==> src/hdl/fpdot_pkg.sv <==
`timescale 1ns / 1ps
package fpdot_pkg;

    // Queue word between front and back
    typedef struct packed {
        logic [31:0] prod;
        logic        last;
    } fpdot_word_t;

    localparam logic [31:0] QNAN = 32'h7FC00000;

    // Widen binary16 to binary32 exactly
    function automatic logic [31:0] widen_half(input logic [15:0] h);
        logic [4:0]  e;
        logic [9:0]  m;
        logic [31:0] r;
        logic [3:0]  lz;
        logic [9:0]  sm;
        begin
            e  = h[14:10];
            m  = h[9:0];
            r  = {h[15], 31'd0};
            lz = 4'd0;
            sm = m;
            if (e == 5'd31)
            begin
                r = {h[15], 8'hFF, m, 13'd0};
            end
            else if (e != 5'd0)
            begin
                r = {h[15], {3'd0, e} + 8'd112, m, 13'd0};
            end
            else if (m != 10'd0)
            begin
                for (int i = 0; i < 10; i++)
                begin
                    if (!sm[9])
                    begin
                        sm = sm << 1;
                        lz = lz + 4'd1;
                    end
                end
                // value m*2^-24: leading one at bit 9-lz -> exponent -15-lz
                r = {h[15], 8'd112 - {4'd0, lz}, sm[8:0], 14'd0};
            end
            widen_half = r;
        end
    endfunction

    // Exact binary32 product of two widened halves (product fits binary32)
    function automatic logic [31:0] mul_half(input logic [15:0] a, input logic [15:0] b);
        logic [31:0] wa;
        logic [31:0] wb;
        logic        s;
        logic        na;
        logic        nb;
        logic        ia;
        logic        ib;
        logic        za;
        logic        zb;
        logic [47:0] p;
        logic signed [9:0] ex;
        logic [31:0] r;
        begin
            wa = widen_half(a);
            wb = widen_half(b);
            s  = wa[31] ^ wb[31];
            na = (wa[30:23] == 8'hFF) && (wa[22:0] != 23'd0);
            nb = (wb[30:23] == 8'hFF) && (wb[22:0] != 23'd0);
            ia = (wa[30:23] == 8'hFF) && !na;
            ib = (wb[30:23] == 8'hFF) && !nb;
            za = (wa[30:0] == 31'd0);
            zb = (wb[30:0] == 31'd0);
            p  = {1'b1, wa[22:0]} * {1'b1, wb[22:0]};
            ex = $signed({2'b0, wa[30:23]}) + $signed({2'b0, wb[30:23]}) - 10'sd127;
            if (na || nb || (ia && zb) || (ib && za))
            begin
                r = QNAN;
            end
            else if (ia || ib)
            begin
                r = {s, 8'hFF, 23'd0};
            end
            else if (za || zb)
            begin
                r = {s, 31'd0};
            end
            else
            begin
                if (p[47])
                begin
                    r = {s, ex[7:0] + 8'd1, p[46:24]};
                end
                else
                begin
                    r = {s, ex[7:0], p[45:23]};
                end
            end
            mul_half = r;
        end
    endfunction

endpackage

==> src/hdl/fpdot_if.sv <==
`timescale 1ns / 1ps
interface fpdot_in_if;
    logic        valid;
    logic        ready;
    logic [15:0] left_half;
    logic [15:0] right_half;
    logic        last_element;
    modport source (output valid, left_half, right_half, last_element, input ready);
    modport sink (input valid, left_half, right_half, last_element, output ready);
endinterface

interface fpdot_out_if;
    logic        valid;
    logic        ready;
    logic [31:0] dot_value;
    modport source (output valid, dot_value, input ready);
    modport sink (input valid, dot_value, output ready);
endinterface

==> src/hdl/fp16_dot_product_fp32_accumulate.sv <==
`timescale 1ns / 1ps
// channel   dir  fields                                  handshake
// in_ch     in   left_half, right_half, last_element     valid/ready
// out_ch    out  dot_value                               valid/ready
// cfg       in   negate_result (cfg_data[0])             cfg_we
//
// Each word passes through the shared two-stage adder before the next is taken.
// A last word adds a reduction that passes every lane through the adder.
// Reset clears lanes through valid bits; no clearing sweep.
// A four-deep queue lets the front take words while the back is busy.
module fp16_dot_product_fp32_accumulate
    import fpdot_pkg::*;
#(
    parameter int LANES = 32
)
(
    input  logic        clk,
    input  logic        rst_n,
    fpdot_in_if.sink    in_ch,
    fpdot_out_if.source out_ch,
    input  logic        cfg_we,
    input  logic [0:0]  cfg_data
);
    logic        neg_reg;
    logic        q_valid;
    logic        q_pop;
    fpdot_word_t q_word;

    // hold negate register
    always_ff @(posedge clk or negedge rst_n)
    begin
        if (!rst_n)
        begin
            neg_reg <= 1'b0;
        end
        else if (cfg_we)
        begin
            neg_reg <= cfg_data[0];
        end
    end

    fpdot_front #(.DEPTH(4)) u_front
    (
        .clk     (clk),
        .rst_n   (rst_n),
        .in_ch   (in_ch),
        .q_valid (q_valid),
        .q_pop   (q_pop),
        .q_word  (q_word)
    );

    fpdot_back #(.LANES(LANES)) u_back
    (
        .clk     (clk),
        .rst_n   (rst_n),
        .negate  (neg_reg),
        .q_valid (q_valid),
        .q_pop   (q_pop),
        .q_word  (q_word),
        .out_ch  (out_ch)
    );
endmodule

==> src/hdl/fpdot_add.sv <==
`timescale 1ns / 1ps
// binary32 adder, round to nearest even, two register stages
module fpdot_add
(
    input  logic        clk,
    input  logic        rst_n,
    input  logic        start,
    input  logic [31:0] a,
    input  logic [31:0] b,
    output logic        done,
    output logic [31:0] sum
);
    localparam logic [31:0] QNAN_LOCAL = 32'h7FC00000;

    // stage 1 registers, then stage 2 valid and sum
    logic        v1_reg;
    logic        special_reg;
    logic [31:0] special_val_reg;
    logic        s_reg;
    logic [8:0]  e_reg;
    logic [27:0] mag_reg;
    logic        v2_reg;
    logic [31:0] sum_reg;

    logic        na;
    logic        nb;
    logic        ia;
    logic        ib;
    logic [31:0] big;
    logic [31:0] lit;
    logic [7:0]  eb;
    logic [7:0]  el;
    logic [26:0] mb;
    logic [26:0] ml;
    logic [7:0]  d;
    logic [26:0] sh;
    logic        stk;
    logic [27:0] m;
    logic        sp;
    logic [31:0] spv;

    // align and add
    always_comb
    begin
        na = (a[30:23] == 8'hFF) && (a[22:0] != 23'd0);
        nb = (b[30:23] == 8'hFF) && (b[22:0] != 23'd0);
        ia = (a[30:23] == 8'hFF) && !na;
        ib = (b[30:23] == 8'hFF) && !nb;
        if (a[30:0] >= b[30:0])
        begin
            big = a;
            lit = b;
        end
        else
        begin
            big = b;
            lit = a;
        end
        eb  = (big[30:23] == 8'd0) ? 8'd1 : big[30:23];
        el  = (lit[30:23] == 8'd0) ? 8'd1 : lit[30:23];
        mb  = {big[30:23] != 8'd0, big[22:0], 3'd0};
        ml  = {lit[30:23] != 8'd0, lit[22:0], 3'd0};
        d   = eb - el;
        if (d > 8'd26)
        begin
            sh  = 27'd0;
            stk = (ml != 27'd0);
        end
        else
        begin
            sh  = ml >> d;
            stk = ((sh << d) != ml);
        end
        sh[0] = sh[0] | stk;
        if (big[31] == lit[31])
        begin
            m = {1'b0, mb} + {1'b0, sh};
        end
        else
        begin
            m = {1'b0, mb} - {1'b0, sh};
        end
        sp  = 1'b0;
        spv = QNAN_LOCAL;
        if (na || nb || (ia && ib && (a[31] != b[31])))
        begin
            sp  = 1'b1;
            spv = QNAN_LOCAL;
        end
        else if (ia || ib)
        begin
            sp  = 1'b1;
            spv = ia ? a : b;
        end
        else if (m == 28'd0)
        begin
            sp  = 1'b1;
            spv = {a[31] & b[31], 31'd0};
        end
    end

    always_ff @(posedge clk or negedge rst_n)
    begin
        if (!rst_n)
        begin
            v1_reg <= 1'b0;
            v2_reg <= 1'b0;
        end
        else
        begin
            v1_reg <= start;
            v2_reg <= v1_reg;
        end
    end

    always_ff @(posedge clk)
    begin
        special_reg     <= sp;
        special_val_reg <= spv;
        s_reg           <= big[31];
        e_reg           <= {1'b0, eb};
        mag_reg         <= m;
    end

    // normalise and round
    logic [4:0]  lz;
    logic [27:0] nm;
    logic [9:0]  ne;
    logic [27:0] t;
    logic [31:0] res;
    logic        rs;
    logic        rnd;
    logic [24:0] mr;

    always_comb
    begin
        // highest set bit wins
        lz = 5'd0;
        t  = mag_reg;
        for (int i = 0; i <= 26; i++)
        begin
            if (mag_reg[i])
            begin
                lz = 5'(26 - i);
            end
        end
        if (mag_reg[27])
        begin
            nm = {1'b0, mag_reg[27:2], mag_reg[1] | mag_reg[0]};
            ne = {1'b0, e_reg} + 10'd1;
        end
        else
        begin
            // limit shift so exponent stays at least 1
            if ({5'd0, lz} >= {1'b0, e_reg})
            begin
                t  = mag_reg << (e_reg[7:0] - 8'd1);
                ne = 10'd0;
            end
            else
            begin
                t  = mag_reg << lz;
                ne = {1'b0, e_reg} - {5'd0, lz};
            end
            nm = t;
        end
        rnd = nm[2] && (nm[1] || nm[0] || nm[3]);
        mr  = {1'b0, nm[26:3]} + {24'd0, rnd};
        rs  = s_reg;
        if (ne == 10'd0)
        begin
            res = {rs, (mr[23] ? 8'd1 : 8'd0), mr[22:0]};
        end
        else if (mr[24])
        begin
            res = {rs, ne[7:0] + 8'd1, mr[23:1]};
        end
        else
        begin
            res = {rs, ne[7:0], mr[22:0]};
        end
        if ((ne != 10'd0) && ((ne + {9'd0, mr[24]}) >= 10'd255))
        begin
            res = {rs, 8'hFF, 23'd0};
        end
        if (special_reg)
        begin
            res = special_val_reg;
        end
    end

    always_ff @(posedge clk)
    begin
        sum_reg <= res;
    end

    assign done = v2_reg;
    assign sum  = sum_reg;
endmodule

==> src/hdl/fpdot_front.sv <==
`timescale 1ns / 1ps
// accept pairs, form exact products, push to queue
module fpdot_front
    import fpdot_pkg::*;
#(
    parameter int DEPTH = 4
)
(
    input  logic          clk,
    input  logic          rst_n,
    fpdot_in_if.sink      in_ch,
    output logic          q_valid,
    input  logic          q_pop,
    output fpdot_word_t   q_word
);
    localparam int AW = (DEPTH > 1) ? $clog2(DEPTH) : 1;
    fpdot_word_t      mem_reg [DEPTH];
    logic [AW-1:0]    wp_reg;
    logic [AW-1:0]    rp_reg;
    logic [AW:0]      cnt_reg;
    logic             push;

    assign in_ch.ready = (cnt_reg != (AW+1)'(DEPTH));
    assign push        = in_ch.valid && in_ch.ready;
    assign q_valid     = (cnt_reg != '0);
    assign q_word      = mem_reg[rp_reg];

    // advance pointers
    always_ff @(posedge clk or negedge rst_n)
    begin
        if (!rst_n)
        begin
            wp_reg  <= '0;
            rp_reg  <= '0;
            cnt_reg <= '0;
        end
        else
        begin
            if (push)
            begin
                wp_reg <= (wp_reg == AW'(DEPTH - 1)) ? '0 : wp_reg + 1'b1;
            end
            if (q_pop)
            begin
                rp_reg <= (rp_reg == AW'(DEPTH - 1)) ? '0 : rp_reg + 1'b1;
            end
            cnt_reg <= cnt_reg + (AW+1)'(push) - (AW+1)'(q_pop);
        end
    end

    always_ff @(posedge clk)
    begin
        if (push)
        begin
            mem_reg[wp_reg] <= '{prod: mul_half(in_ch.left_half, in_ch.right_half),
                                 last: in_ch.last_element};
        end
    end
endmodule

==> src/hdl/fpdot_back.sv <==
`timescale 1ns / 1ps
// accumulate into lanes, reduce on last word
module fpdot_back
    import fpdot_pkg::*;
#(
    parameter int LANES = 32
)
(
    input  logic          clk,
    input  logic          rst_n,
    input  logic          negate,
    input  logic          q_valid,
    output logic          q_pop,
    input  fpdot_word_t   q_word,
    fpdot_out_if.source   out_ch
);
    localparam int LW = (LANES > 1) ? $clog2(LANES) : 1;
    localparam logic [2:0] S_IDLE = 3'd0;
    localparam logic [2:0] S_ACC  = 3'd1;
    localparam logic [2:0] S_RED  = 3'd2;
    localparam logic [2:0] S_REDW = 3'd3;
    localparam logic [2:0] S_OUT  = 3'd4;

    logic [31:0]   lane_reg [LANES];
    logic [LANES-1:0] lv_reg;
    logic [LW-1:0] ptr_reg;
    logic [LW-1:0] ri_reg;
    logic [2:0]    st_reg;
    logic          last_reg;
    logic [31:0]   tot_reg;
    logic [31:0]   out_reg;
    logic          ov_reg;

    logic          a_start;
    logic [31:0]   a_a;
    logic [31:0]   a_b;
    logic          a_done;
    logic [31:0]   a_sum;
    logic [31:0]   lane_val;
    logic [31:0]   red_val;
    logic          out_load;

    assign lane_val = lv_reg[ptr_reg] ? lane_reg[ptr_reg] : 32'd0;
    assign red_val  = lv_reg[ri_reg] ? lane_reg[ri_reg] : 32'd0;
    assign q_pop    = (st_reg == S_IDLE) && q_valid;
    assign a_start  = q_pop || (st_reg == S_RED);
    assign a_a      = (st_reg == S_RED) ? tot_reg : lane_val;
    assign a_b      = (st_reg == S_RED) ? red_val : q_word.prod;
    assign out_load = (st_reg == S_OUT) && (!ov_reg || out_ch.ready);

    fpdot_add u_add
    (
        .clk   (clk),
        .rst_n (rst_n),
        .start (a_start),
        .a     (a_a),
        .b     (a_b),
        .done  (a_done),
        .sum   (a_sum)
    );

    assign out_ch.valid     = ov_reg;
    assign out_ch.dot_value = out_reg;

    // sequence accumulation and reduction
    always_ff @(posedge clk or negedge rst_n)
    begin
        if (!rst_n)
        begin
            st_reg   <= S_IDLE;
            ptr_reg  <= '0;
            ri_reg   <= '0;
            lv_reg   <= '0;
            last_reg <= 1'b0;
            ov_reg   <= 1'b0;
        end
        else
        begin
            if (out_ch.valid && out_ch.ready && (st_reg != S_OUT))
            begin
                ov_reg <= 1'b0;
            end
            unique case (st_reg)
                S_IDLE:
                begin
                    if (q_pop)
                    begin
                        last_reg <= q_word.last;
                        st_reg   <= S_ACC;
                    end
                end
                S_ACC:
                begin
                    if (a_done)
                    begin
                        lv_reg[ptr_reg] <= 1'b1;
                        ptr_reg <= (ptr_reg == LW'(LANES - 1)) ? '0 : ptr_reg + 1'b1;
                        ri_reg  <= '0;
                        st_reg  <= last_reg ? S_RED : S_IDLE;
                    end
                end
                S_RED:
                begin
                    st_reg <= S_REDW;
                end
                S_REDW:
                begin
                    if (a_done)
                    begin
                        if (ri_reg == LW'(LANES - 1))
                        begin
                            st_reg <= S_OUT;
                        end
                        else
                        begin
                            ri_reg <= ri_reg + 1'b1;
                            st_reg <= S_RED;
                        end
                    end
                end
                S_OUT:
                begin
                    if (out_load)
                    begin
                        ov_reg  <= 1'b1;
                        lv_reg  <= '0;
                        ptr_reg <= '0;
                        st_reg  <= S_IDLE;
                    end
                end
                default:
                begin
                    st_reg <= S_IDLE;
                end
            endcase
        end
    end

    // hold lane and running totals
    always_ff @(posedge clk)
    begin
        if ((st_reg == S_ACC) && a_done)
        begin
            lane_reg[ptr_reg] <= a_sum;
            tot_reg <= 32'd0;
        end
        if ((st_reg == S_REDW) && a_done)
        begin
            tot_reg <= a_sum;
        end
        if (out_load)
        begin
            out_reg <= (((tot_reg[30:23] == 8'hFF) && (tot_reg[22:0] != 23'd0)) ? QNAN
                        : tot_reg) ^ {negate, 31'd0};
        end
    end
endmodule
==> src/flat_wrapper.sv <==
// flat-port wrapper written by rule: the top's interface ports become plain ports
module fp16_dot_product_fp32_accumulate_flat import fpdot_pkg::*;
#(
    parameter int LANES = 32
)
  (clk, rst_n, cfg_we, cfg_data, in_ch_valid, in_ch_left_half, in_ch_right_half, in_ch_last_element, in_ch_ready, out_ch_valid, out_ch_dot_value, out_ch_ready);
  fpdot_in_if in_ch_i ();
  fpdot_out_if out_ch_i ();
  input  logic clk;
  input  logic rst_n;
  input  logic cfg_we;
  input  logic [0:0] cfg_data;
  input wire logic [$bits(in_ch_i.valid)-1:0] in_ch_valid;
  input wire logic [$bits(in_ch_i.left_half)-1:0] in_ch_left_half;
  input wire logic [$bits(in_ch_i.right_half)-1:0] in_ch_right_half;
  input wire logic [$bits(in_ch_i.last_element)-1:0] in_ch_last_element;
  output wire logic [$bits(in_ch_i.ready)-1:0] in_ch_ready;
  output wire logic [$bits(out_ch_i.valid)-1:0] out_ch_valid;
  output wire logic [$bits(out_ch_i.dot_value)-1:0] out_ch_dot_value;
  input wire logic [$bits(out_ch_i.ready)-1:0] out_ch_ready;
  assign in_ch_i.valid = in_ch_valid;
  assign in_ch_i.left_half = in_ch_left_half;
  assign in_ch_i.right_half = in_ch_right_half;
  assign in_ch_i.last_element = in_ch_last_element;
  assign in_ch_ready = in_ch_i.ready;
  assign out_ch_valid = out_ch_i.valid;
  assign out_ch_dot_value = out_ch_i.dot_value;
  assign out_ch_i.ready = out_ch_ready;
  fp16_dot_product_fp32_accumulate #(.LANES(LANES)) u_core (.clk(clk), .rst_n(rst_n), .in_ch(in_ch_i), .out_ch(out_ch_i), .cfg_we(cfg_we), .cfg_data(cfg_data));
endmodule
==> config.mk <==
export PLATFORM = sky130hd
export DESIGN_NAME = fp16_dot_product_fp32_accumulate_flat
export DESIGN_NICKNAME = d
export VERILOG_FILES = /design/src/hdl/fpdot_pkg.sv /design/src/hdl/fpdot_if.sv /design/src/hdl/fp16_dot_product_fp32_accumulate.sv /design/src/hdl/fpdot_add.sv /design/src/hdl/fpdot_front.sv /design/src/hdl/fpdot_back.sv /design/src/flat_wrapper.sv
export SDC_FILE = /design/constraint.sdc
export NUM_CORES = 2
export LEC_CHECK = 0
export ABC_CLOCK_PERIOD_IN_PS = 24900
export BUFFER_PORTS_ARGS = -buffer_cell sky130_fd_sc_hd__buf_4
export CAP_MARGIN = 20
export CELL_PAD_IN_SITES_DETAIL_PLACEMENT = 0
export CELL_PAD_IN_SITES_GLOBAL_PLACEMENT = 1
export CORE_ASPECT_RATIO = 0.6
export CORE_MARGIN = 2
export CORE_UTILIZATION = 55
export DETAILED_ROUTE_END_ITERATION = 8
export HOLD_SLACK_MARGIN = 0.02
export PLACE_DENSITY_LB_ADDON = 0.1
export SLEW_MARGIN = 25
export SYNTH_ARGS = -nofsm -noshare
export SYNTH_HDL_FRONTEND = slang
export SYNTH_SLANG_ARGS = --single-unit
==> constraint.sdc <==
create_clock -name clk -period 24.9 [get_ports clk]
set_input_delay 1.245 -clock clk [delete_from_list [all_inputs] [get_ports clk]]
set_output_delay 1.245 -clock clk [all_outputs]
set_load 0.01 [all_outputs]
==> results_dict.tcl <==
set metrics [dict create \
    status "complete, but fails checks" \
    violations "max-capacitance violations, max-slew violations" \
    dieWidth_um 494.9 \
    finalWirelength_mm 290.8 \
    cp.buffers_inverters 5 \
    yosysWarnings 0 \
    cp.required_ps 25570 \
    grt_max_degree 106 \
    slew_headroom_pct -7.909 \
    hold_class "reg2reg" \
    worst-path-max-fanout 105 \
    rows 108 \
    endpoint "u_core.u_back.u_add.special_val_reg[24]" \
    clock-sinks 1371 \
    maxCapViolations 1 \
    r2r_cells 53 \
    remaining_drc_errors 0 \
    reg2reg_slack_ps 5960 \
    syn_to_final_growth_pct 9.063 \
    drt_iter0_markers 9915 \
    netlist_area_um2 79540 \
    synth_cell_type_count 118 \
    fp.dieArea_um2 147800 \
    fmax_mhz 52.80 \
    worstPathArrival_ps 19610 \
    grt_pass1_vias 54540 \
    avgSynthCellArea_um2 13.08 \
    worst_path_dominant_cell_family "simple AND/OR/NAND/NOR gates" \
    worst_slew_pin_slew_ps 1612 \
    core_um2 144000 \
    avgRoutedWirePerCell_um 35.71 \
    netlist_instances 6083 \
    clk_latency_ps 790 \
    critical_path_depth 53 \
    cp-end-kind "flip-flop" \
    path_clk_slew_ps 80 \
    clock_path_buffers 3 \
    numCtsBuffers 120 \
    crit_path_max_incr_delay_ps 930 \
    crit_path_top_delay_cell "dfrtp_4" \
    viasPerCell 7.210 \
    cp-start-kind "flip-flop" \
    finalSetupViolCount 0 \
    drv_slew 13 \
    track_usage_pct 39.06 \
    critical_path_class "reg2reg" \
    pre_cts_slack_ps 6782 \
    ys_seq_area_share_pct 50.12 \
    crit_start "u_core.u_back.ptr_reg[0]" \
    synth-edff-count 1212 \
    portBuffers 72 \
    drt-pass1-iter-count 9 \
    drtAntennaViolNets 0 \
    fin_crit_ps 18940 \
    setup_slack_ps 5959 \
    h-tree-depth 3 \
    initial_core_util_pct 55.22 \
    vias 58710 \
    die_h_um 298.6 \
    hold_ws_ps 362.2 \
    layout.nets 6469 \
    drive_gt1_share_pct 19.03 \
    ys_ff_latch 1371 \
    io_pins 73 \
    post-route-period-util_pct 76.07 \
    grt.overflow.total 0 \
    finalHoldViolations 0 \
    dp_hpwl_mm 201.3 \
    antenna_found_initial 20 \
    cts_setup_buffers 0 \
    finalClockSkew_ps 88.98 \
    rr_startpoint "u_core.u_back.ptr_reg[0]" \
    cts_resized 0 \
    rsz0062_at_grt "false" \
    cts-root-buf "clkbuf_16" \
    r2r_end "u_core.u_back.u_add.special_val_reg[24]" \
    async_flop_share_pct 4.158 \
    hold_buffers 0 \
    synth_ff_type "edfxtp_1" \
    largest_reg_flops 1024 \
    gp_congestion 1.020 \
    tritoncts "built" \
    grt_pass1_wl_mm 411.0 \
    tns_ps 0 \
]
[synth_stat cells, drive strengths merged, types with 135 or more instances]
cell / number / area, µm²
edfxtp: 1212 / 36390
mux4: 522 / 11760
nor2: 448 / 1692
nand2: 430 / 1614
mux2i: 304 / 3139
inv: 269 / 1010
ha: 248 / 3103
a21oi: 236 / 1200
buf: 193 / 1140
clkbuf: 192 / 720.7
o21ai: 186 / 938.4
nand3: 176 / 890.9
a22oi: 135 / 1023
[kinds of logic (layout without fill, tap and decap cells)]
group,count (synthesis),count (layout),synth area share (%)
and+or+nand+nor,1595,1595,9.682
DFF,1371,1371,50.12
AOI/OAI and AO/OA,1143,1143,9.956
muxes,859,859,19.19
buffers and inverters,658,755,3.634
adders and majority gates,334,334,6.066
xor gates and xnor gates,122,122,1.343
other,1,39,0.004715
[per-layer routing]
layer,global-route usage (%),vias up,wire (µm)
met2,47.81,4455,109900
met5,1.238,-,143
li1,-,23930,-
met1,61.66,29790,123100
met3,17.04,507,48600
met4,10.92,22,9085
[how the worst min path moves through the flow]
stage,end,cells after the start,startpoint,slack [ps]
after floorplan,u_core.u_back.u_add.done,0,u_core.u_back.u_add.v1_reg,330
after global placement,u_core.u_back.u_add.done,0,u_core.u_back.u_add.v1_reg,330
after detailed placement,u_core.u_back.u_add.done,0,u_core.u_back.u_add.v1_reg,350
after CTS,u_core.u_back.u_add.done,0,u_core.u_back.u_add.v1_reg,360
after global routing,u_core.u_back.u_add.done,0,u_core.u_back.u_add.v1_reg,370
final,u_core.u_back.u_add.done,0,u_core.u_back.u_add.v1_reg,360
[metrics by stage]
step           instances  cell area [µm²]  util, %
2_1_floorplan       6104            79620        -
3_3_place_gp        7893            82490    57.27
3_5_place_dp        7894            82550    57.30
4_1_cts             8121            86530    60.07
5_1_grt             8137            86730    60.21
6_report            8143            86750    60.22
[placed cells by master, fill, tap and decap left out, types with 26 or more instances in the layout]
cell	netlist	routed
a211oi_1	38	38
a21o_1	46	46
a21oi_1	231	225
a221oi_1	37	37
a22o_1	52	52
a22oi_1	133	133
a31oi_1	40	39
and2_1	53	52
and3_1	60	58
buf_4	31	245
clkbuf_16	0	122
dfrtp_1	57	48
dfxtp_1	102	76
dfxtp_2	0	26
edfxtp_1	1212	1212
fa_1	86	86
ha_1	248	248
inv_1	269	269
mux2_2	33	33
mux2i_1	290	288
mux4_2	522	522
nand2_1	430	430
nand2b_1	45	45
nand3_1	174	174
nand4_1	64	64
nor2_1	446	410
nor2_4	1	35
nor2b_1	31	30
nor3_1	104	101
nor4_1	56	55
o211ai_1	53	53
o21ai_0	175	174
o21bai_1	30	30
o22ai_1	67	67
o31ai_1	30	28
xnor2_1	67	63
xor2_1	55	52
[area by class of cell]
type                            instances  area, µm²
Inverter                              273       1030
Antenna cell                           17      42.54
Clock buffer                          151       3202
Multi-Input combinational cell       4075      37310
Tap cell                             1925       2409
Fill cell                           11240      57300
Timing Repair Buffer                  255       2052
Clock inverter                         76      780.7
Sequential cell                      1371      39920
Power is not shown: default switching activity piles up to over one toggle a cycle in this logic, so the estimate is an artifact.
